==> config.mk <==
export PLATFORM = sky130hd
export DESIGN_NAME = joystick_deadzone_expo_smoother
export DESIGN_NICKNAME = d
export VERILOG_FILES = /design/src/rtl/jdes_pkg.sv /design/src/rtl/jdes_div.sv /design/src/rtl/jdes_seq.sv /design/src/rtl/joystick_deadzone_expo_smoother.sv
export SDC_FILE = /design/constraint.sdc
export NUM_CORES = 2
export LEC_CHECK = 0
export ABC_CLOCK_PERIOD_IN_PS = 8300
export BUFFER_PORTS_ARGS = -buffer_cell sky130_fd_sc_hd__buf_2
export CAP_MARGIN = 20
export CORE_MARGIN = 3
export CORE_UTILIZATION = 55
export DETAILED_ROUTE_END_ITERATION = 16
export GPL_TIMING_DRIVEN = 1
export HOLD_SLACK_MARGIN = 0.08
export PLACE_DENSITY = 0.73
export SLEW_MARGIN = 25
export SYNTH_ARGS = -nofsm -noshare
export SYNTH_HDL_FRONTEND = slang
export SYNTH_HIERARCHICAL = 1
export SYNTH_SLANG_ARGS = --single-unit
==> constraint.sdc <==
create_clock -name clk -period 8.3 [get_ports clk]
set_input_delay 0.415 -clock clk [delete_from_list [all_inputs] [get_ports clk]]
set_output_delay 0.415 -clock clk [all_outputs]
set_load 0.02 [all_outputs]
==> src/rtl/jdes_pkg.sv <==
// ----------------------------------------------------------------------------
// jdes_pkg
// Shared constants for the joystick deadzone, cubic expo and smoothing block.
// ----------------------------------------------------------------------------
package jdes_pkg;

  // Default sizes of the block
  localparam int SAMPLE_BITS_DEF = 12;
  localparam int FRAC_BITS_DEF   = 16;

  // Width of one output position field
  localparam int POS_W = 8;

  // Configuration register indexes
  localparam int                 CFG_IDX_W  = 1;
  localparam logic [CFG_IDX_W-1:0] REG_CENTER = 1'b0;
  localparam logic [CFG_IDX_W-1:0] REG_DEAD   = 1'b1;

  // Reset value of the dead band half width
  localparam int DEAD_RESET = 200;

  // Arithmetic constants of the shaping curve and the smoother
  localparam int LIN_FULL   = 100;
  localparam int CUBE_SCALE = 10000;
  localparam int SMOOTH_DIV = 5;

endpackage

==> src/rtl/jdes_div.sv <==
// ----------------------------------------------------------------------------
// jdes_div
// Shared restoring divider, unsigned, one quotient bit per cycle.
// ----------------------------------------------------------------------------
module jdes_div #(
  parameter int NUM_W = 25,
  parameter int DEN_W = 14
) (
  input  logic             clk,
  input  logic             rst,
  input  logic             start,
  input  logic [NUM_W-1:0] num,
  input  logic [DEN_W-1:0] den,
  output logic             done,
  output logic [NUM_W-1:0] quo
);

  localparam int CNT_W = $clog2(NUM_W);

  logic             busy;
  logic [CNT_W-1:0] cnt;
  logic [DEN_W-1:0] rem;
  logic [DEN_W-1:0] den_r;
  logic [DEN_W:0]   rem_sh;
  logic [DEN_W:0]   rem_next;
  logic             fits;

  // The numerator shifts out of the top of quo while quotient bits shift in.
  always_comb begin
    rem_sh   = {rem, quo[NUM_W-1]};
    fits     = rem_sh >= {1'b0, den_r};
    rem_next = fits ? (rem_sh - {1'b0, den_r}) : rem_sh;
  end

  always_ff @(posedge clk) begin
    if (rst) begin
      busy <= 1'b0;
      done <= 1'b0;
      cnt  <= '0;
    end else begin
      done <= !start && busy && (cnt == '0);
      if (start) begin
        busy  <= 1'b1;
        cnt   <= CNT_W'(NUM_W - 1);
        rem   <= '0;
        quo   <= num;
        den_r <= den;
      end else if (busy) begin
        rem <= rem_next[DEN_W-1:0];
        quo <= {quo[NUM_W-2:0], fits};
        if (cnt == '0) begin
          busy <= 1'b0;
        end else begin
          cnt <= cnt - 1'b1;
        end
      end
    end
  end

endmodule

==> src/rtl/jdes_seq.sv <==
// ----------------------------------------------------------------------------
// jdes_seq
// Sequencer: shapes and smooths the two axes in turn, sharing one divider.
// ----------------------------------------------------------------------------
module jdes_seq import jdes_pkg::*; #(
  parameter int SAMPLE_BITS = SAMPLE_BITS_DEF,
  parameter int FRAC_BITS   = FRAC_BITS_DEF
) (
  input  logic                   clk,
  input  logic                   rst,
  input  logic [SAMPLE_BITS-1:0] center,
  input  logic [SAMPLE_BITS-1:0] dead,
  input  logic                   in_valid,
  output logic                   in_ready,
  input  logic [SAMPLE_BITS-1:0] x_in,
  input  logic [SAMPLE_BITS-1:0] y_in,
  output logic                   res_valid,
  input  logic                   res_take,
  output logic signed [POS_W-1:0] x_pos,
  output logic signed [POS_W-1:0] y_pos
);

  localparam int S         = SAMPLE_BITS;
  localparam int F         = FRAC_BITS;
  localparam int ST_W      = F + 8;
  localparam int SUM_W     = F + 11;
  localparam int MAG_W     = F + 9;
  localparam int LIN_NUM_W = S + 7;
  localparam int CUBE_W    = 21;
  localparam int SQ_W      = 14;
  localparam int NUM_W     = LIN_NUM_W;
  localparam int DEN_W     = S;
  localparam logic [S:0] MAX_CODE = {1'b0, {S{1'b1}}};

  // The cube is divided as (cube/16)/625; the second step multiplies by the
  // rounded-up reciprocal, which is exact for every value below 2^16.
  localparam int CUBE_PRE    = 4;
  localparam int CUBE_SH     = 26;
  localparam int CUBE_DIV    = CUBE_SCALE >> CUBE_PRE;
  localparam int CUBE_RCP_W  = 17;
  localparam int CUBE_PROD_W = CUBE_W - CUBE_PRE + CUBE_RCP_W;
  localparam logic [CUBE_RCP_W-1:0] CUBE_RCP =
    CUBE_RCP_W'(((1 << CUBE_SH) + CUBE_DIV - 1) / CUBE_DIV);

  // Division by five multiplies by (2^k + 1)/5, where k is at least MAG_W and
  // 2^k is one short of a multiple of five, so every sum divides exactly.
  localparam int RCP5_SH   = MAG_W + ((6 - (MAG_W % 4)) % 4);
  localparam int RCP5_W    = RCP5_SH - 2;
  localparam int SM_PROD_W = MAG_W + RCP5_W;
  localparam logic [RCP5_W-1:0] RCP5 =
    RCP5_W'(((longint'(1) << RCP5_SH) + 1) / SMOOTH_DIV);

  typedef enum logic [8:0] {
    ST_IDLE    = 9'b000000001,
    ST_SHAPE   = 9'b000000010,
    ST_LINDIV  = 9'b000000100,
    ST_MAG     = 9'b000001000,
    ST_CUBE    = 9'b000010000,
    ST_CUBEDIV = 9'b000100000,
    ST_SMOOTH  = 9'b001000000,
    ST_SMDIV   = 9'b010000000,
    ST_DONE    = 9'b100000000
  } state_t;

  state_t state;
  logic   axis;

  logic [S-1:0] raw_x;
  logic [S-1:0] raw_y;
  logic signed [ST_W-1:0] x_filt;
  logic signed [ST_W-1:0] y_filt;

  logic signed [7:0] lin;
  logic              lin_low;
  logic [6:0]        mag;
  logic              neg;
  logic [SQ_W-1:0]   sq;
  logic signed [7:0] tgt;
  logic              sneg;

  // shaping terms
  logic [S-1:0]     raw;
  logic [S:0]       ce;
  logic [S:0]       diff;
  logic [S:0]       dist_w;
  logic             in_band;
  logic             upper;
  logic             lower;
  logic [S-1:0]     cd;
  logic [S:0]       up_den;
  logic             up_sat;
  logic [LIN_NUM_W-1:0] up_num;
  logic [LIN_NUM_W-1:0] lo_num;
  logic [7:0]       lin_abs;
  logic [CUBE_W-1:0] cube;
  logic [CUBE_W-1:0] cube_r;
  logic [CUBE_PROD_W-1:0] cube_prod;
  logic [6:0]       cube_q;

  // smoothing terms
  logic signed [ST_W-1:0]  old;
  logic signed [SUM_W-1:0] old_ext;
  logic signed [SUM_W-1:0] tgt_ext;
  logic signed [SUM_W-1:0] sum;
  logic [SUM_W-1:0]        sum_mag;
  logic [MAG_W-1:0]        sum_mag_r;
  logic [SM_PROD_W-1:0]    sm_prod;
  logic [ST_W-2:0]         new_mag;
  logic [6:0]              pos_mag;
  logic signed [ST_W-1:0]  new_val;
  logic signed [POS_W-1:0] pos_val;
  logic [7:0]              quo8;

  // divider request
  logic             div_start;
  logic [NUM_W-1:0] div_num;
  logic [DEN_W-1:0] div_den;
  logic             div_done;
  logic [NUM_W-1:0] div_quo;

  always_comb begin
    raw     = axis ? raw_y : raw_x;
    ce      = {1'b0, center} + {1'b0, dead};
    diff    = {1'b0, raw} - {1'b0, center};
    dist_w  = diff[S] ? (~diff + 1'b1) : diff;
    in_band = dist_w[S-1:0] < dead;
    upper   = {1'b0, raw} >= ce;
    cd      = center - dead;
    lower   = (center >= dead) && (raw <= cd);
    up_sat  = ce >= MAX_CODE;
    up_den  = MAX_CODE - ce;
    up_num  = LIN_NUM_W'(raw - ce[S-1:0]) * LIN_NUM_W'(LIN_FULL);
    lo_num  = LIN_NUM_W'(raw) * LIN_NUM_W'(LIN_FULL);
    lin_abs = lin[7] ? (~lin + 1'b1) : lin;
    cube    = CUBE_W'(sq) * CUBE_W'(mag);

    cube_prod = CUBE_PROD_W'(cube_r[CUBE_W-1:CUBE_PRE]) * CUBE_PROD_W'(CUBE_RCP);
    cube_q    = cube_prod[CUBE_SH +: 7];

    old     = axis ? y_filt : x_filt;
    old_ext = {{3{old[ST_W-1]}}, old};
    tgt_ext = {{(SUM_W - F - 9){tgt[7]}}, tgt, {(F + 1){1'b0}}};
    sum     = (old_ext <<< 1) + old_ext + tgt_ext;
    sum_mag = sum[SUM_W-1] ? (~sum + 1'b1) : sum;

    sm_prod = SM_PROD_W'(sum_mag_r) * SM_PROD_W'(RCP5);
    new_mag = sm_prod[RCP5_SH +: ST_W-1];
    pos_mag = sm_prod[RCP5_SH+F +: 7];
    new_val = sneg ? -$signed({1'b0, new_mag}) : $signed({1'b0, new_mag});
    pos_val = sneg ? -$signed({1'b0, pos_mag}) : $signed({1'b0, pos_mag});
    quo8    = div_quo[7:0];
  end

  always_comb begin
    div_start = 1'b0;
    div_num   = '0;
    div_den   = '0;
    case (state)
      ST_SHAPE: begin
        if (!in_band) begin
          if (upper && !up_sat) begin
            div_start = 1'b1;
            div_num   = NUM_W'(up_num);
            div_den   = DEN_W'(up_den[S-1:0]);
          end else if (!upper && lower && (cd != '0)) begin
            div_start = 1'b1;
            div_num   = NUM_W'(lo_num);
            div_den   = DEN_W'(cd);
          end
        end
      end
      default: begin
        div_start = 1'b0;
      end
    endcase
  end

  always_ff @(posedge clk) begin
    if (rst) begin
      state  <= ST_IDLE;
      axis   <= 1'b0;
      x_filt <= '0;
      y_filt <= '0;
    end else begin
      case (state)
        ST_IDLE: begin
          if (in_valid) begin
            raw_x <= x_in;
            raw_y <= y_in;
            axis  <= 1'b0;
            state <= ST_SHAPE;
          end
        end
        ST_SHAPE: begin
          if (in_band) begin
            lin   <= '0;
            state <= ST_MAG;
          end else if (upper) begin
            lin_low <= 1'b0;
            if (up_sat) begin
              lin   <= 8'(LIN_FULL);
              state <= ST_MAG;
            end else begin
              state <= ST_LINDIV;
            end
          end else if (lower) begin
            lin_low <= 1'b1;
            if (cd == '0) begin
              lin   <= -8'(LIN_FULL);
              state <= ST_MAG;
            end else begin
              state <= ST_LINDIV;
            end
          end else begin
            lin   <= '0;
            state <= ST_MAG;
          end
        end
        ST_LINDIV: begin
          if (div_done) begin
            lin   <= lin_low ? (quo8 - 8'(LIN_FULL)) : quo8;
            state <= ST_MAG;
          end
        end
        ST_MAG: begin
          mag   <= lin_abs[6:0];
          neg   <= lin[7];
          sq    <= SQ_W'(lin_abs[6:0]) * SQ_W'(lin_abs[6:0]);
          state <= ST_CUBE;
        end
        ST_CUBE: begin
          cube_r <= cube;
          state  <= ST_CUBEDIV;
        end
        ST_CUBEDIV: begin
          tgt   <= neg ? (~{1'b0, cube_q} + 1'b1) : {1'b0, cube_q};
          state <= ST_SMOOTH;
        end
        ST_SMOOTH: begin
          sneg      <= sum[SUM_W-1];
          sum_mag_r <= sum_mag[MAG_W-1:0];
          state     <= ST_SMDIV;
        end
        ST_SMDIV: begin
          if (axis) begin
            y_filt <= new_val;
            y_pos  <= pos_val;
            state  <= ST_DONE;
          end else begin
            x_filt <= new_val;
            x_pos  <= pos_val;
            axis   <= 1'b1;
            state  <= ST_SHAPE;
          end
        end
        ST_DONE: begin
          if (res_take) begin
            state <= ST_IDLE;
          end
        end
        default: begin
          state <= ST_IDLE;
        end
      endcase
    end
  end

  assign in_ready  = (state == ST_IDLE);
  assign res_valid = (state == ST_DONE);

  jdes_div #(
    .NUM_W (NUM_W),
    .DEN_W (DEN_W)
  ) u_div (
    .clk   (clk),
    .rst   (rst),
    .start (div_start),
    .num   (div_num),
    .den   (div_den),
    .done  (div_done),
    .quo   (div_quo)
  );

endmodule

==> src/rtl/joystick_deadzone_expo_smoother.sv <==
// ----------------------------------------------------------------------------
// joystick_deadzone_expo_smoother
// Two-axis joystick deadzone, cubic expo curve and exponential smoother.
// ----------------------------------------------------------------------------
//  Channel   Direction  Carries
//  s_axis    in         x_sample, y_sample (one raw pair per request)
//  m_axis    out        x_pos, y_pos (one smoothed pair per request)
//  cfg       in         center_level (index 0), dead_width (index 1)
//
//  A request runs each axis through six steps, with a pass on the one
//  shared divider when its sample lies outside the dead band and needs the
//  linear map. An accept state and a hand-over state frame the two axes.
//  Synchronous reset clears the smoother state and loads the register defaults.
//  A finished pair waits in the output register, and the next request is
//  taken once the sequencer has handed its pair over.
// ----------------------------------------------------------------------------
module joystick_deadzone_expo_smoother import jdes_pkg::*; #(
  parameter int SAMPLE_BITS = SAMPLE_BITS_DEF,
  parameter int FRAC_BITS   = FRAC_BITS_DEF
) (
  input  logic                   clk,
  input  logic                   rst,
  input  logic                   s_axis_tvalid,
  output logic                   s_axis_tready,
  // x_sample, y_sample, zero padding
  input  logic [((2*SAMPLE_BITS+7)/8)*8-1:0] s_axis_tdata,
  output logic                   m_axis_tvalid,
  input  logic                   m_axis_tready,
  // x_pos, y_pos
  output logic [2*POS_W-1:0]     m_axis_tdata,
  input  logic                   cfg_we,
  input  logic [CFG_IDX_W-1:0]   cfg_index,
  input  logic [SAMPLE_BITS-1:0] cfg_wdata
);

  localparam int S = SAMPLE_BITS;

  logic [S-1:0] center;
  logic [S-1:0] dead;

  logic                    seq_ready;
  logic                    res_valid;
  logic                    res_take;
  logic signed [POS_W-1:0] seq_x;
  logic signed [POS_W-1:0] seq_y;
  logic [POS_W-1:0]        x_pos;
  logic [POS_W-1:0]        y_pos;

  always_ff @(posedge clk) begin
    if (rst) begin
      center <= {1'b1, {(S-1){1'b0}}};
      dead   <= S'(DEAD_RESET);
    end else if (cfg_we) begin
      case (cfg_index)
        REG_CENTER: center <= cfg_wdata;
        REG_DEAD:   dead   <= {1'b0, cfg_wdata[S-2:0]};
        default:    center <= center;
      endcase
    end
  end

  assign res_take = res_valid && (!m_axis_tvalid || m_axis_tready);

  always_ff @(posedge clk) begin
    if (rst) begin
      m_axis_tvalid <= 1'b0;
    end else if (res_take) begin
      m_axis_tvalid <= 1'b1;
    end else if (m_axis_tready) begin
      m_axis_tvalid <= 1'b0;
    end
  end

  always_ff @(posedge clk) begin
    if (res_take) begin
      x_pos <= seq_x;
      y_pos <= seq_y;
    end
  end

  assign m_axis_tdata  = {y_pos, x_pos};
  assign s_axis_tready = seq_ready;

  jdes_seq #(
    .SAMPLE_BITS (SAMPLE_BITS),
    .FRAC_BITS   (FRAC_BITS)
  ) u_seq (
    .clk       (clk),
    .rst       (rst),
    .center    (center),
    .dead      (dead),
    .in_valid  (s_axis_tvalid),
    .in_ready  (seq_ready),
    .x_in      (s_axis_tdata[S-1:0]),
    .y_in      (s_axis_tdata[2*S-1:S]),
    .res_valid (res_valid),
    .res_take  (res_take),
    .x_pos     (seq_x),
    .y_pos     (seq_y)
  );

endmodule
# Yosys cells after proc, flatten, opt, wreduce, memory -nomap -nowiden
# Index checks and enable logic that the tools add are counted.
# totals
regBits,274
input_bits,42
wordCells,175
# op_classes
addsub,16
mul,6
magnitude_cmp,6
eq_ne,15
n_mux,51
bitwise_logic,10
reduce_logical,41
# op_table
cell,n
19-bit 2-to-1 mux,6
9-bit case mux with 9 select lines,1
12-bit 2-to-1 mux,6
8-bit 2-to-1 mux,8
9-bit 2-to-1 mux,6
25-bit by 24-bit multiplier with 49-bit output (second input constant),1
24-bit 2-to-1 mux,2
17-bit by 17-bit multiplier with 33-bit output (second input constant),1
26-bit by 25-bit adder with 27-bit output,1
25-bit by 24-bit adder with 26-bit output,1
2-bit AND reduction,13
12-bit by 12-bit subtractor with 13-bit output,2
25-bit by 1-bit adder with 25-bit output (second input constant),1
25-bit 2-to-1 mux,1
25-bit inverter,1
23-bit negator with 24-bit output,1
14-bit by 7-bit multiplier with 21-bit output,1
19-bit by 5-bit multiplier with 17-bit output (second input constant),1
12-bit by 5-bit multiplier with 17-bit output (second input constant),1
8-bit case mux with 2 select lines,1
5-bit 2-to-1 mux,3
7-bit by 7-bit multiplier with 14-bit output,1
7-bit 2-to-1 mux,2
12-bit by 11-bit adder with 13-bit output,1
46 further kinds,82

# Depth between registers and ports, before layout
# logic_depth
depth_word,12
ltp_mapped,35
depth_no_buf,30

# Modules after synthesis
# The synthesis kept the hierarchy.
# by_module_without_submodules
module,instances,cells_per_inst,area_per_inst_um2,seq_area_each_um2
jdes_seq,1,3765,35036.1,4764.6
jdes_div,1,215,2620.0,1431.4
joystick_deadzone_expo_smoother,1,116,1554.0,960.9

# Worst setup path after synthesis
# Ideal clock, no wire load.
# synth_path
path_kind,reg-to-reg
startpoint,reg u_seq.axis
endpoint,"reg u_seq.u_div.quo[0], enable pin"
t_arrival_ns,7.411
required_time_ns,7.881
path_slack_ns,0.470
path_stages_with_launch,35
n_path_buf,6
path_cell_list,dfxtp_1 -> buf_1 -> mux2i_1 -> ha_1 -> inv_1 -> fa_1 -> a21o_1 -> a21oi_1 -> o21ai_0 -> a21oi_1 -> o21ai_0 -> a21oi_1 -> o21ai_0 -> a21oi_1 -> o21ai_0 -> clkbuf_1 -> mux2_2 -> ha_1 -> a21boi_0 -> o21a_1 -> o21a_1 -> o21ai_0 -> nand2b_1 -> a21oi_1 -> o21ai_0 -> a31oi_1 -> o21ai_0 -> nand2b_1 -> clkbuf_1 -> clkbuf_1 -> nor2_1 -> clkbuf_1 -> buf_1 -> nor2_1 -> nor2_1
# synth_between
elab_chain_cells,11
elab_cells_between_ends,19
cone_classes,2 x add/sub; 3 x order compare; 6 x mux; 1 x bitwise; 7 x reduce/logical
# synth_rtl
element,line,rtl
from (decl),jdes_seq.sv:66,logic axis;
from (signal assigned),jdes_seq.sv:181,axis <= 1'b0;
from (signal assigned),jdes_seq.sv:190,axis <= 1'b0;
from (signal assigned),jdes_seq.sv:252,axis <= 1'b1;
12-bit 2-to-1 mux (*),jdes_seq.sv:122,raw = axis ? raw_y : raw_x;
"parallel branches: the longest is 6 deep, another holds 12-bit by 12-bit subtractor with 13-bit output",-,
1-bit 2-to-1 mux (*),jdes_seq.sv:160,if (!in_band) begin
1-bit 2-to-1 mux (*),jdes_seq.sv:158,case (state)
via u_seq.div_start,jdes_seq.sv:115,logic div_start;
2-bit nonzero test (no source line) (*),-,
2-bit AND reduction (no source line) (*),-,
to (signal assigned),jdes_div.sv:46,quo <= num;
to (signal assigned),jdes_div.sv:50,"quo <= {quo[NUM_W-2:0], fits};"
to (decl),jdes_div.sv:15,output logic [NUM_W-1:0] quo
# Mark *: on every way through the listed nets, which the timed path passes.
# A chain may end at the register's enable or synchronous reset.

# Worst setup path in the final report
# layout_path
startpoint,reg u_seq.sum_mag_r[10]
endpoint,reg u_seq.y_filt[22]
# layout_between
elab_chain_cells,3
# layout_rtl
element,line,rtl
from (decl),jdes_seq.sv:106,logic [MAG_W-1:0] sum_mag_r;
from (signal assigned),jdes_seq.sv:241,sum_mag_r <= sum_mag[MAG_W-1:0];
25-bit by 24-bit multiplier with 49-bit output (*),jdes_seq.sv:146,sm_prod = SM_PROD_W'(sum_mag_r) * SM_PROD_W'(RCP5);
23-bit negator with 24-bit output,jdes_seq.sv:149,"new_val = sneg ? -$signed({1'b0, new_mag}) : $signed({1'b0, new_mag});"
24-bit 2-to-1 mux (*),jdes_seq.sv:149,
to (signal assigned),jdes_seq.sv:246,y_filt <= new_val;
to (decl),jdes_seq.sv:71,logic signed [ST_W-1:0] y_filt;
# Every way passes the cells marked *; elsewhere a longest branch is shown, timed or not.

==> run_results.csv <==
group,metric,value,unit
sta,grt_setup_unrepaired,"true",
worst_setup_path,critPathCaptureType,"register",
clock_network,cts_buffers,30,
clock_network,htree_levels,1,
logic_synthesis,synth_edf_count,179,
logic_synthesis,ys_warn_count,6,
route,drtIter0Drc,1585,
worst_setup_path,cp_slowest_cell,"fa_1",
worst_setup_path,reg2reg_to,"u_seq/y_filt[22]$_SDFFE_PP0P_",
worst_setup_path,rr_worst_depth,24,
sta,period_share,96.98,%
worst_setup_path,critPathLaunchType,"register",
min_path,hp-class,"in2reg",
sta,hold_viol,0,
min_path,hold_path_depth,3,
worst_setup_path,path_class,"reg2reg",
route,vias,28390,
sta,hold_slack,0.1183,ns
clock_network,cts.path.max_buffers,3,
final_layout,final-seq-area,7158,um^2
worst_setup_path,r2r_slack,0.25,ns
clock_network,clk_latency,0.59,ns
sta,slew_headroom,29.16,%
clock_network,cts_num_sinks,268,
worst_setup_path,path_common_cell,"fa_1",
sta,slew_violations,0,
logic_synthesis,synth_cell_types,104,
placement,place_congestion,0.9578,
power,p_per_area,110.9,nW/um^2
clock_network,cts_tree,"done",
grt,grt_pass1_vias,29700,
route,remaining_drc_errors,0,
route,drtPass1Iterations,6,
route,wirelength,91400,um
sta,max_freq,0.1242,GHz
run_status,outcome,"finished clean",
logic_synthesis,synth_area_per_cell,9.573,um^2
worst_setup_path,critPathArrivalTime,8.52,ns
worst_setup_path,cp-startpoint,"u_seq/sum_mag_r[10]$_DFFE_PP_",
route,ant_nets,0,
sta,finalSetupViolCount,0,
placement,dp_hpwl,76060,um
final_layout,num-nets-final,5327,
floorplan,ios,60,
power,power.leakage,20.80,nW
floorplan,num_rows,97,
final_layout,nFillCells,5948,
grt,grt_usage,25.13,%
final_layout,syn_to_final_growth,7.649,%
logic_synthesis,syn_area,39210,um^2
final_layout,drive_gt1_share,7.009,%
logic_synthesis,syn_inst,4096,
final_layout,final_common_cell,"inv_1",
sta,layout_min_cycle_time,8.050,ns
placement,io_buffers,59,
floorplan,start_util,55.80,%
job,maxCapViolCount,0,
grt,antenna_found_initial,4,
power,power,0.004681,W
power,vdd_drop_max,234.3,uV
sta,tightest_slew,1.053,ns
clock_network,ctsRootBufferMaster,"clkbuf_16",
worst_setup_path,crit_path_cell_trace,"buf_4, ha_1, fa_1, inv_1, fa_1, inv_1, fa_1, fa_1, fa_1, inv_1, fa_1, inv_1, ha_1, nand2_1, nor4b_1, o221a_2, o2111ai_1, a31o_2, a21boi_0, o2111ai_2, nor4_2, nor4b_4, buf_4, o211ai_1",
min_path,hold_end,"center[7]$_SDFFE_PP0P_",
grt,grt_max_degree,77,
min_path,min_from,"cfg_wdata[7]",
clock_network,path_clk_slew,0.08,ns
worst_setup_path,r2r_start,"u_seq/sum_mag_r[10]$_DFFE_PP_",
placement,placed_cell_area,40750,um^2
floorplan,die_h,273.0,um
worst_setup_path,worstPathRequired,8.77,ns
logic_synthesis,seq_area_frac_synth,18.25,%
logic_synthesis,yosys_most_used_dff,"edfxtp_1",
route,viasPerCell,5.513,
final_layout,multiInputGateArea,28550,um^2
grt,grt_remaining_overflow,0,
final_layout,fin_area,42210,um^2
logic_synthesis,synth-seq-cells,268,
final_layout,final_cell_mix,"inv_1 (874), ha_1 (650), fa_1 (448), nand2_1 (228), nor2_1 (221)",
route,wire_per_inst,17.75,um
floorplan,fp.coreArea,70270,um^2
floorplan,die_x,273.0,um
floorplan,die_area,74530,um^2
sta,clock_skew,0.02013,ns
worst_setup_path,cpPeakStageDelay,0.56,ns
worst_setup_path,crit_fanout,7,
logic_synthesis,synthArstFlopShare,0,%
grt,grt_pass1_wl,151200,um
timing repair:
item	4_1_cts	5_1_grt
resized for setup	2	17
setup buffers	0	5
hold endpoints to repair	24	0
endpoints found under the setup margin	6	35
pin swaps	0	4
hold buffers	24	0
cloned	0	0
final cells by class:
| cell class | instances | share of cell area (%) |
|---|---|---|
| Tap cell | 940 | 2.786 |
| Antenna cell | 1 | 0.005929 |
| Clock buffer | 38 | 2.001 |
| Inverter | 875 | 7.781 |
| Multi-Input combinational cell | 2868 | 67.63 |
| Timing Repair Buffer | 142 | 2.383 |
| Clock inverter | 18 | 0.4506 |
| Sequential cell | 268 | 16.96 |
where the power goes:
| group | total, W | switching [W] | internal, W |
|---|---|---|---|
| sequential | 0.00145 | 0.0000128 | 0.00144 |
| combinational | 0.00182 | 0.00102 | 0.000794 |
| clock | 0.00141 | 0.000592 | 0.000820 |
synthesized netlist by cell type (all sizes together), types with 8 or more instances:
cell	count	area [um^2]
o311ai	8	87.59
a21oi	155	790.8
nor3	79	400.4
a211oi	41	322.8
o31ai	24	193.9
nor2b	29	196.4
a21o	57	429.2
inv	874	3281
o21bai	14	108.9
o211ai	16	125.1
nand2b	54	345.3
or2	16	100.1
fa	448	8969
a2111oi	11	116.4
buf	27	178.9
nand3	40	200.2
nor4	16	121.4
and2	54	340.3
nor2	224	840.8
a21boi	28	210.2
clkbuf	61	229.0
o21a	30	225.2
a31oi	19	118.9
o21ai	114	570.5
dfxtp	89	1782
xor2	60	525.5
ha	652	8158
or3	20	125.1
nor3b	17	127.6
mux2	49	551.8
mux2i	56	560.5
xnor2	143	1252
o41ai	12	120.1
nand2	230	868.3
and3	19	118.9
nand4	16	100.1
edfxtp	179	5375
sequential cells by signal, summed over array words and instances, names as in the netlist, 8 cells and up:
register / count
u_seq/x_filt: 24
center: 12
u_seq/u_div/rem: 12
y_pos: 8
x_pos: 8
u_seq/u_div/den_r: 12
u_seq/x_pos: 8
u_seq/cube_r: 17
u_seq/sq: 12
u_seq/tgt: 8
u_seq/y_pos: 8
u_seq/u_div/quo: 19
dead: 11
u_seq/lin: 8
u_seq/y_filt: 24
u_seq/state: 9
u_seq/raw_x: 12
u_seq/sum_mag_r: 25
u_seq/raw_y: 12
logic make-up (layout without fill, tap and decap cells):
group / count (synthesis) / after routing / share of synthesized area (%)
other cells: 3 / 7 / 0.02872
fa+ha+maj: 1100 / 1100 / 43.68
simple gates: 852 / 852 / 10.80
mux: 105 / 105 / 2.837
compound gates: 601 / 601 / 10.40
buf+inv: 963 / 1073 / 9.417
flops: 268 / 268 / 18.25
xor+xnor: 204 / 204 / 4.592
stage by stage:
step | utilization (%) | cells | TNS, ns | setup slack, ns
6_report | 60.07 | 5150 | 0 | 0.2504
5_1_grt | 60.06 | 5149 | -0.04627 | -0.01843
4_1_cts | 59.83 | 5143 | 0 | 0.03916
3_5_place_dp | 57.99 | 5063 | 0 | 0.002141
3_3_place_gp | 57.99 | 5063 | 0 | 0.08851
2_1_floorplan | - | 4099 | 0 | 0.4696
layer usage:
metal	track usage (%)	routed length, um	up-vias	share of wire (%)
li1	-	-	13730	-
met1	32.25	39130	13770	43
met2	43.09	43790	697	48
met3	4.004	4901	190	5.4
met4	8.834	3539	6	3.9
met5	0	38	-	0.042
worst max-delay path: cells and delay by family, from the launching register on:
family          cells  cell delay (ns)
flops               1             0.39
simple gates        4             1.36
fa+ha+maj           8             3.95
compound gates      6             1.60
buf+inv             6             0.62
worst max-delay path by stage:
stage,endpoint,slack (ns)
floorplan,u_seq/u_div/quo[0]$_DFFE_PP_,0.47
global placement,u_seq/x_pos[6]$_DFFE_PP_,0.09
detailed placement,u_seq/y_pos[6]$_DFFE_PP_,0.002
CTS,u_seq/x_filt[22]$_SDFFE_PP0P_,0.04
global route,u_seq/x_filt[22]$_SDFFE_PP0P_,-0.02
finish,u_seq/y_filt[22]$_SDFFE_PP0P_,0.25
Power figures use the tool's default switching activity.
